==> config.mk <==
export PLATFORM = sky130hd
export DESIGN_NAME = pci_host_bridge_config_space_top
export DESIGN_NICKNAME = d
export VERILOG_FILES = /design/src/hdl/phb_pkg.sv /design/src/hdl/pci_host_bridge_config_space_top.sv
export VERILOG_INCLUDE_DIRS = /design/src /design/src/hdl
export SDC_FILE = /design/constraint.sdc
export NUM_CORES = 2
export LEC_CHECK = 0
export BUFFER_PORTS_ARGS = -buffer_cell sky130_fd_sc_hd__buf_2
export CAP_MARGIN = 40
export CORE_MARGIN = 2
export CORE_UTILIZATION = 35
export DETAILED_ROUTE_END_ITERATION = 16
export SETUP_SLACK_MARGIN = 0.1
export SLEW_MARGIN = 0
export SYNTH_ARGS = -nofsm -noshare
export SYNTH_HDL_FRONTEND = slang
export SYNTH_SLANG_ARGS = --single-unit
==> constraint.sdc <==
create_clock -name clk -period 10.6 [get_ports clk]
set_clock_uncertainty 0.15 [all_clocks]
set_input_delay 0.53 -clock clk [delete_from_list [all_inputs] [get_ports clk]]
set_output_delay 0.53 -clock clk [all_outputs]
set_load 0.005 [all_outputs]
==> src/hdl/pci_host_bridge_config_space_top_defines.svh <==
// assertion macros for the host bridge configuration space
// used by pci_host_bridge_config_space_top, no other dependencies
`ifndef PCI_HOST_BRIDGE_CONFIG_SPACE_TOP_DEFINES_SVH
`define PCI_HOST_BRIDGE_CONFIG_SPACE_TOP_DEFINES_SVH

// implication checked every clock, off while reset is asserted
`define PHB_ASSERT_IMPL(lbl, clk, rst_n, ante, cons, msg) \
	lbl: assert property (@(posedge clk) disable iff (!rst_n) (ante) |-> (cons)) \
		else $error(msg);

// condition that must never be seen outside reset
`define PHB_ASSERT_NEVER(lbl, clk, rst_n, cond, msg) \
	lbl: assert property (@(posedge clk) disable iff (!rst_n) !(cond)) \
		else $error(msg);

`endif

==> src/hdl/phb_pkg.sv <==
// types, codes and register tables for the host bridge configuration space
// no dependencies
package phb_pkg;

	localparam logic [1:0] KIND_READ  = 2'd0;
	localparam logic [1:0] KIND_WRITE = 2'd1;
	localparam logic [1:0] KIND_RESET = 2'd2;

	localparam logic [7:0] ADDR_CMD_LO = 8'h04;
	localparam logic [7:0] ADDR_CMD_HI = 8'h05;
	localparam logic [7:0] ADDR_STS_LO = 8'h06;
	localparam logic [7:0] ADDR_STS_HI = 8'h07;
	localparam logic [7:0] ADDR_PAM0   = 8'h59;
	localparam logic [7:0] ADDR_PAM1   = 8'h5A;
	localparam logic [7:0] ADDR_PAM6   = 8'h5F;

	localparam logic [19:0] BIOS_BASE     = 20'hF0000;
	localparam logic [16:0] BIOS_SIZE     = 17'h10000;
	localparam logic [19:0] SEG_BASE      = 20'hC0000;
	localparam logic [19:0] SEG_STEP_HALF = 20'h04000;
	localparam logic [16:0] SEG_SIZE      = 17'h04000;

	typedef struct packed {
		logic [1:0] kind;
		logic [2:0] func;
		logic [7:0] reg_addr;
		logic [7:0] wdata;
	} req_t;

	typedef struct packed {
		logic [7:0]  rdata;
		logic        map_valid;
		logic [19:0] map_base;
		logic [16:0] map_size;
		logic        read_internal;
		logic        write_internal;
		logic        shadow_bios;
		logic        last;
	} rsp_t;

	typedef enum logic [1:0] {
		ST_IDLE,
		ST_EXEC,
		ST_SECOND
	} state_t;

	// power-on contents, used for any byte not yet written
	function automatic logic [7:0] phb_default(input logic [7:0] a);
		logic [7:0] d;
		d = 8'h00;
		case (a)
			8'h00: d = 8'h86;
			8'h01: d = 8'h80;
			8'h02: d = 8'h30;
			8'h03: d = 8'h70;
			8'h04: d = 8'h06;
			8'h07: d = 8'h02;
			8'h0B: d = 8'h06;
			8'h52: d = 8'h42;
			8'h53: d = 8'h14;
			8'h56: d = 8'h52;
			8'h57: d = 8'h01;
			8'h60, 8'h61, 8'h62, 8'h63, 8'h64: d = 8'h02;
			8'h67: d = 8'h11;
			8'h69: d = 8'h03;
			8'h70: d = 8'h20;
			8'h72: d = 8'h02;
			8'h74: d = 8'h0E;
			8'h78: d = 8'h23;
			default: d = 8'h00;
		endcase
		return d;
	endfunction

	// id, class and reserved window bytes ignore writes
	function automatic logic phb_writable(input logic [7:0] a);
		logic ro;
		ro = (a >= 8'h10 && a < 8'h4F) || a <= 8'h03 ||
			(a >= 8'h08 && a <= 8'h0C) || a == 8'h0E;
		return !ro;
	endfunction

	// command and status byte masking
	function automatic logic [7:0] phb_wmask(input logic [7:0] a, input logic [7:0] v);
		logic [7:0] m;
		m = v;
		if (a == ADDR_CMD_LO) begin
			m = (v & 8'h02) | 8'h04;
		end else if (a == ADDR_CMD_HI || a == ADDR_STS_LO) begin
			m = 8'h00;
		end else if (a == ADDR_STS_HI) begin
			m = (v & 8'h80) | 8'h02;
		end
		return m;
	endfunction

endpackage

==> src/hdl/pci_host_bridge_config_space_top.sv <==
// host bridge pci configuration space: 256-byte register ram with pam decode
// depends on phb_pkg and pci_host_bridge_config_space_top_defines.svh
//
// usage
//  req channel (req_valid/req_ready/req): one beat per config read, config
//  write or bus reset. rsp channel (rsp_valid/rsp_ready/rsp): one or two beats
//  per request, the final one flagged by last.
//  a request passes through the register ram read, then the read-modify-write
//  that loads the response register. a pam write that changes both nibbles
//  adds a further step for its second beat. req_ready is high only between
//  requests, so a new request is not taken until the previous one has loaded
//  all its beats into the response register.
//  the response register holds a finished beat while the next request is
//  taken; if rsp_ready stays low the block stalls in its update step with
//  the ram untouched until the beat drains.
//  reset (arst_n low) restores the power-on register values through per-byte
//  valid flags, clears the bios shadow flag and empties the response register;
//  no clearing pass is needed, requests are taken as soon as reset is released.
`include "pci_host_bridge_config_space_top_defines.svh"

module pci_host_bridge_config_space_top
	import phb_pkg::*;
(
	input  logic clk,
	input  logic arst_n,
	input  logic req_valid,
	output logic req_ready,
	input  req_t req,
	output logic rsp_valid,
	input  logic rsp_ready,
	output rsp_t rsp
);

	state_t state_q, state_d;

	logic [7:0] mem [256];
	logic [255:0] vld_q;
	logic [7:0] mem_s1;
	logic vld_s1;
	req_t req_q;
	logic flag_q;
	rsp_t rsp_q;
	logic rsp_valid_q;
	rsp_t pend_s2;

	logic req_fire, out_free, exec_go, second_go;
	logic [7:0] rd_addr;
	logic [7:0] old_b, eaddr, ev, v, diff;
	logic wr, chg0, lo, hi, two, flag_new;
	logic [2:0] pam_n;
	logic [19:0] base_lo, base_hi;
	rsp_t res1, res2;

	assign req_fire = req_valid && req_ready;
	assign out_free = !rsp_valid_q || rsp_ready;
	assign rd_addr  = (req.kind == KIND_RESET) ? ADDR_PAM0 : req.reg_addr;

	// next state
	always_comb begin
		state_d = state_q;
		unique case (state_q)
			ST_IDLE: begin
				if (req_valid) state_d = ST_EXEC;
			end
			ST_EXEC: begin
				if (out_free) state_d = two ? ST_SECOND : ST_IDLE;
			end
			ST_SECOND: begin
				if (out_free) state_d = ST_IDLE;
			end
			default: state_d = ST_IDLE;
		endcase
	end

	// fsm outputs
	always_comb begin
		req_ready = 1'b0;
		exec_go   = 1'b0;
		second_go = 1'b0;
		unique case (state_q)
			ST_IDLE:   req_ready = 1'b1;
			ST_EXEC:   exec_go   = out_free;
			ST_SECOND: second_go = out_free;
			default: begin
				req_ready = 1'b0;
			end
		endcase
	end

	always_ff @(posedge clk or negedge arst_n) begin
		if (!arst_n) begin
			state_q <= ST_IDLE;
		end else begin
			state_q <= state_d;
		end
	end

	// register ram, read data registered
	always_ff @(posedge clk) begin
		if (req_fire) begin
			mem_s1 <= mem[rd_addr];
		end
		if (exec_go && wr) begin
			mem[eaddr] <= v;
		end
	end

	always_ff @(posedge clk or negedge arst_n) begin
		if (!arst_n) begin
			vld_q  <= '0;
			vld_s1 <= 1'b0;
			flag_q <= 1'b0;
		end else begin
			if (req_fire) vld_s1 <= vld_q[rd_addr];
			if (exec_go && wr) vld_q[eaddr] <= 1'b1;
			if (exec_go) flag_q <= flag_new;
		end
	end

	always_ff @(posedge clk) begin
		if (req_fire) req_q <= req;
	end

	// update step
	always_comb begin
		old_b = vld_s1 ? mem_s1 : phb_default(req_q.reg_addr);
		if (req_q.kind == KIND_RESET) begin
			old_b = vld_s1 ? mem_s1 : phb_default(ADDR_PAM0);
		end
		eaddr = (req_q.kind == KIND_RESET) ? ADDR_PAM0 : req_q.reg_addr;
		ev    = (req_q.kind == KIND_RESET) ? 8'h00 : req_q.wdata;
		wr    = ((req_q.kind == KIND_WRITE && req_q.func == 3'd0) ||
			req_q.kind == KIND_RESET) && phb_writable(eaddr);
		v     = phb_wmask(eaddr, ev);
		diff  = old_b ^ v;
		chg0  = wr && eaddr == ADDR_PAM0 && (|diff[7:4]);
		lo    = wr && eaddr >= ADDR_PAM1 && eaddr <= ADDR_PAM6 && (|diff[3:0]);
		hi    = wr && eaddr >= ADDR_PAM1 && eaddr <= ADDR_PAM6 && (|diff[7:4]);
		two   = lo && hi;
		flag_new = chg0 ? v[4] : flag_q;
		pam_n   = eaddr[2:0] - 3'd2;
		base_lo = SEG_BASE + {2'b00, pam_n, 15'b0};
		base_hi = base_lo + SEG_STEP_HALF;

		res1 = '0;
		res1.shadow_bios = flag_new;
		res1.last = 1'b1;
		if (req_q.kind == KIND_READ) begin
			res1.rdata = (req_q.func != 3'd0) ? 8'hFF : old_b;
		end
		if (chg0) begin
			res1.map_valid      = 1'b1;
			res1.map_base       = BIOS_BASE;
			res1.map_size       = BIOS_SIZE;
			res1.read_internal  = v[4];
			res1.write_internal = v[5];
		end else if (lo) begin
			res1.map_valid      = 1'b1;
			res1.map_base       = base_lo;
			res1.map_size       = SEG_SIZE;
			res1.read_internal  = v[0];
			res1.write_internal = v[1];
			res1.last           = !hi;
		end else if (hi) begin
			res1.map_valid      = 1'b1;
			res1.map_base       = base_hi;
			res1.map_size       = SEG_SIZE;
			res1.read_internal  = v[4];
			res1.write_internal = v[5];
		end

		res2 = '0;
		res2.map_valid      = 1'b1;
		res2.map_base       = base_hi;
		res2.map_size       = SEG_SIZE;
		res2.read_internal  = v[4];
		res2.write_internal = v[5];
		res2.shadow_bios    = flag_new;
		res2.last           = 1'b1;
	end

	always_ff @(posedge clk) begin
		if (exec_go) begin
			pend_s2 <= res2;
			rsp_q   <= res1;
		end else if (second_go) begin
			rsp_q <= pend_s2;
		end
	end

	always_ff @(posedge clk or negedge arst_n) begin
		if (!arst_n) begin
			rsp_valid_q <= 1'b0;
		end else begin
			if (exec_go || second_go) begin
				rsp_valid_q <= 1'b1;
			end else if (rsp_ready) begin
				rsp_valid_q <= 1'b0;
			end
		end
	end

	assign rsp_valid = rsp_valid_q;
	assign rsp       = rsp_q;

	`PHB_ASSERT_IMPL(a_second_beat_pending, clk, arst_n, state_q == ST_SECOND, rsp_valid_q && !rsp_q.last, "first pam beat missing while second is pending")
	`PHB_ASSERT_NEVER(a_idle_with_partial, clk, arst_n, req_ready && rsp_valid_q && !rsp_q.last, "new request taken before all beats were produced")
	`PHB_ASSERT_IMPL(a_bios_region, clk, arst_n, rsp_valid_q && rsp_q.map_valid && rsp_q.map_size == BIOS_SIZE, rsp_q.map_base == BIOS_BASE, "64k region reported at wrong base")

endmodule
==> metrics.txt <==
worst path bufs/invs=6; CTS tree=built; Final ANT Viol Nets=0; DP Worst Slack=4.87 ns; first-pass GRT wire length=between 400000 and 500000 um; Synth Register Bits=2363; Leakage=0.0392 uW; final worst slack=between 5 and 6 ns; maximum number of pins on one net before global-route repair=between 150 and 200; Die ar.=0.272 sq mm; FF-to-FF path depth=7; CTS Root Cell=clkbuf_16; Fin. Hold Viols=0; Int Pwr=15700 uW; Top FF cell, synth=edfxtp_1; dpl hpwl=182000 um; GPL Wtd Cong=0.924; Rel. slew slack=between 20% and 30%; vias in the first global route=around 55000; vias per cell=5.52; total CTS buffers=about 230; cells along the critical path=dlygate4sd3_1, buf_2, nand2b_4, buf_4, buf_4, o21ai_4, buf_4, buf_4, a22o_1, nor4_1, a31oi_1, and4b_1, nand4b_1; cell area after layout=approximately 0.11 sq mm; Initial Utilization=35.1%; total gr overflow=0; Synth area leader=edfxtp_1; maximum clock path buffer count=3; dominant cells by area after synthesis=edfxtp_1, dfrtp_1, mux4_2; first-iteration detailed-routing DRC count=8176; clock transition at the registers of the reported paths=0.07 ns; worst min path class=input port to asynchronous set/reset pin; Post-synth EDFFs=approximately 2100; Total GRT Usage=21.3%; CP top delay family=buffers and inverters; Mean Syn Cell Area=16.1 sq um; Fin Setup TNS=0 ns; crit-path max FO=41; CP most frequent cell=buf_4; std cell rows=190; Final period util=52.1%; top-count cell post-synth=edfxtp_1; H-tree levels=4; DR DRC count=0; Clock Sinks=roughly 2400; Critical Path Start Type=input port; Synth cell types=100; Arrival @ worst endpoint=5.98 ns; CP Capture Type=flip-flop; Total Wirelength=294000 um; most instantiated cells after synthesis=edfxtp_1, nand2_1, nor2_1; fin nets=6583; Syn Inst Count=around 5800; NetSw=4850 uW; Worst Path Required=about 11 ns; Die W=522 um; post-synthesis sequential area ratio=approximately three quarters; share of cells above drive strength 1=between 15 and 20%; placed cell area=0.102 sq mm; synth warn=0; Flop pwr share=51.5%; status=finished, final reports clean; Port Buf Inserts=47; Final Max Tran Viols=0; Crit. path cell count=13; Gate power share=7.8%; max cap viols=0; RSZ-0062 raised after global routing=false; Peak VDD IR=0.000198 V; Cell Pwr Density=188 mW/mm^2; TritonRoute pass-1 iters=7; Syn Std Cell Area=roughly 0.094 sq mm; minimum clock period=5.52 ns; core area=~0.27 sq mm; CP Class=input port to flip-flop; clk_lat worst skew=0.90 ns; mean routed wirelength per cell=28.5 um; initial antenna violation count=14; Sw Share=23.6%; area share of the largest cell type after synthesis=between 60% and 70%; setup violators final=0; vias=57000; crit-path max cell delay=0.69 ns; Area growth, synth to finish=16.9%; Ports=77; Least-Margin Pin Slew=1.08 ns; Clock power frac=between 40 and 50%; critical path's slowest cell=nor4_1; ys async rst share=11.0%; highest clock rate=181 MHz; die height=approximately 520 um
-- through the flow --
step                power, uW  hold WS, ns  instances  utilization, %
CTS                     20600       0.0183      10300            41.0
global route            21100       0.0319      10300            41.0
global placement        12300        0.208       9682            37.4
detailed placement      12300        0.212       9850            38.0
finish                  20600       0.0896      10300            41.0
floorplan               11700       0.0844       6419               -
-- final timing paths --
path | from | endpoint | slack, ns
setup reg to reg | req_q[12] | mem[135][2] | 5.84
setup / recovery | req[19] | mem_s1[7] | 5.08
min in group clk | req[9] | req_q[9] | 0.10
max in group asynchronous | arst_n | vld_q[46] | 8.05
hold / removal | arst_n | vld_q[231] | 0.09
hold reg to reg | vld_q[22] | vld_q[22] | 0.22
-- layer usage --
metal / vias to the layer above / part of all wire [%] / global-route usage (%)
met5: - / 0.021 / 0
met2: 3467 / 45 / 32.7
li1: 23600 / - / -
met3: 747 / 11 / 5.16
met1: 29200 / 38 / 27.8
met4: 10 / 6.0 / 11.4
-- power groups by stage --
stage / sequential (uW) / combinational (uW) / clock [uW]
floorplan: 10800 / 870 / 0
global placement: 10800 / 1510 / 0
detailed placement: 10800 / 1550 / 0
CTS: 10600 / 1560 / 8460
global route: 10600 / 1660 / 8810
finish: 10600 / 1600 / 8380
-- layout make-up --
class / count / area (sq um)
Fill cell: 24100 / 158000
Timing Repair Buffer: 382 / 3430
Clock inverter: 137 / 1460
Sequential cell: 2363 / 69700
Clock buffer: 304 / 6270
Multi-Input combinational cell: 3558 / 24300
Tap cell: 3552 / 4440
Antenna cell: 6 / 15.0
Inverter: 20 / 98.8
-- flip-flops by register name (all words and copies together), names as in the netlist --
signal and count:
vld_q 256, flag_q 1, rsp_valid 1, pend_s2 6, vld_s1 1, state_q 2
rsp 19, req_q 21, mem 2048, mem_s1 8
-- kinds of logic (layout without fill, tap and decap cells) --
| logic type | count (synthesis) | after routing | share of synthesized area [%] |
|---|---|---|---|
| DFF | 2363 | 2363 | 74.3 |
| AOI/OAI and AO/OA | 1079 | 1079 | 7.79 |
| adders and majority gates | 2 | 2 | 0.0267 |
| and+or+nand+nor | 1271 | 1271 | 6.52 |
| xor gates and xnor gates | 4 | 4 | 0.0374 |
| muxes | 589 | 589 | 8.75 |
| other | 1 | 619 | 0.00400 |
| buffers and inverters | 498 | 843 | 2.57 |
-- placed cells by master, fill, tap and decap left out, types with 39 or more instances in the layout --
cell and n:
a211oi_1 58, a21oi_1 264, a22oi_1 59, a31oi_1 39
buf_2 46, buf_4 264, clkbuf_1 56, clkbuf_16 235
clkinv_2 53, conb_1 613, dfrtp_1 261, edfxtp_1 2102
mux2_2 103, mux2i_1 312, mux4_2 174, nand2_1 393
nand3_1 66, nor2_1 323, nor3_1 51, o211ai_1 71
o21ai_0 153, o221ai_1 107, o22ai_1 105, or2_2 186
-- timing repair --
action | CTS | global route
resized for setup | 0 | 0
setup buffers | 0 | 0
hold buffers | 19 | 0
setup endpoints to repair | 0 | 0
hold endpoints to repair | 101 | 0
(Power assumes the default switching activity.)
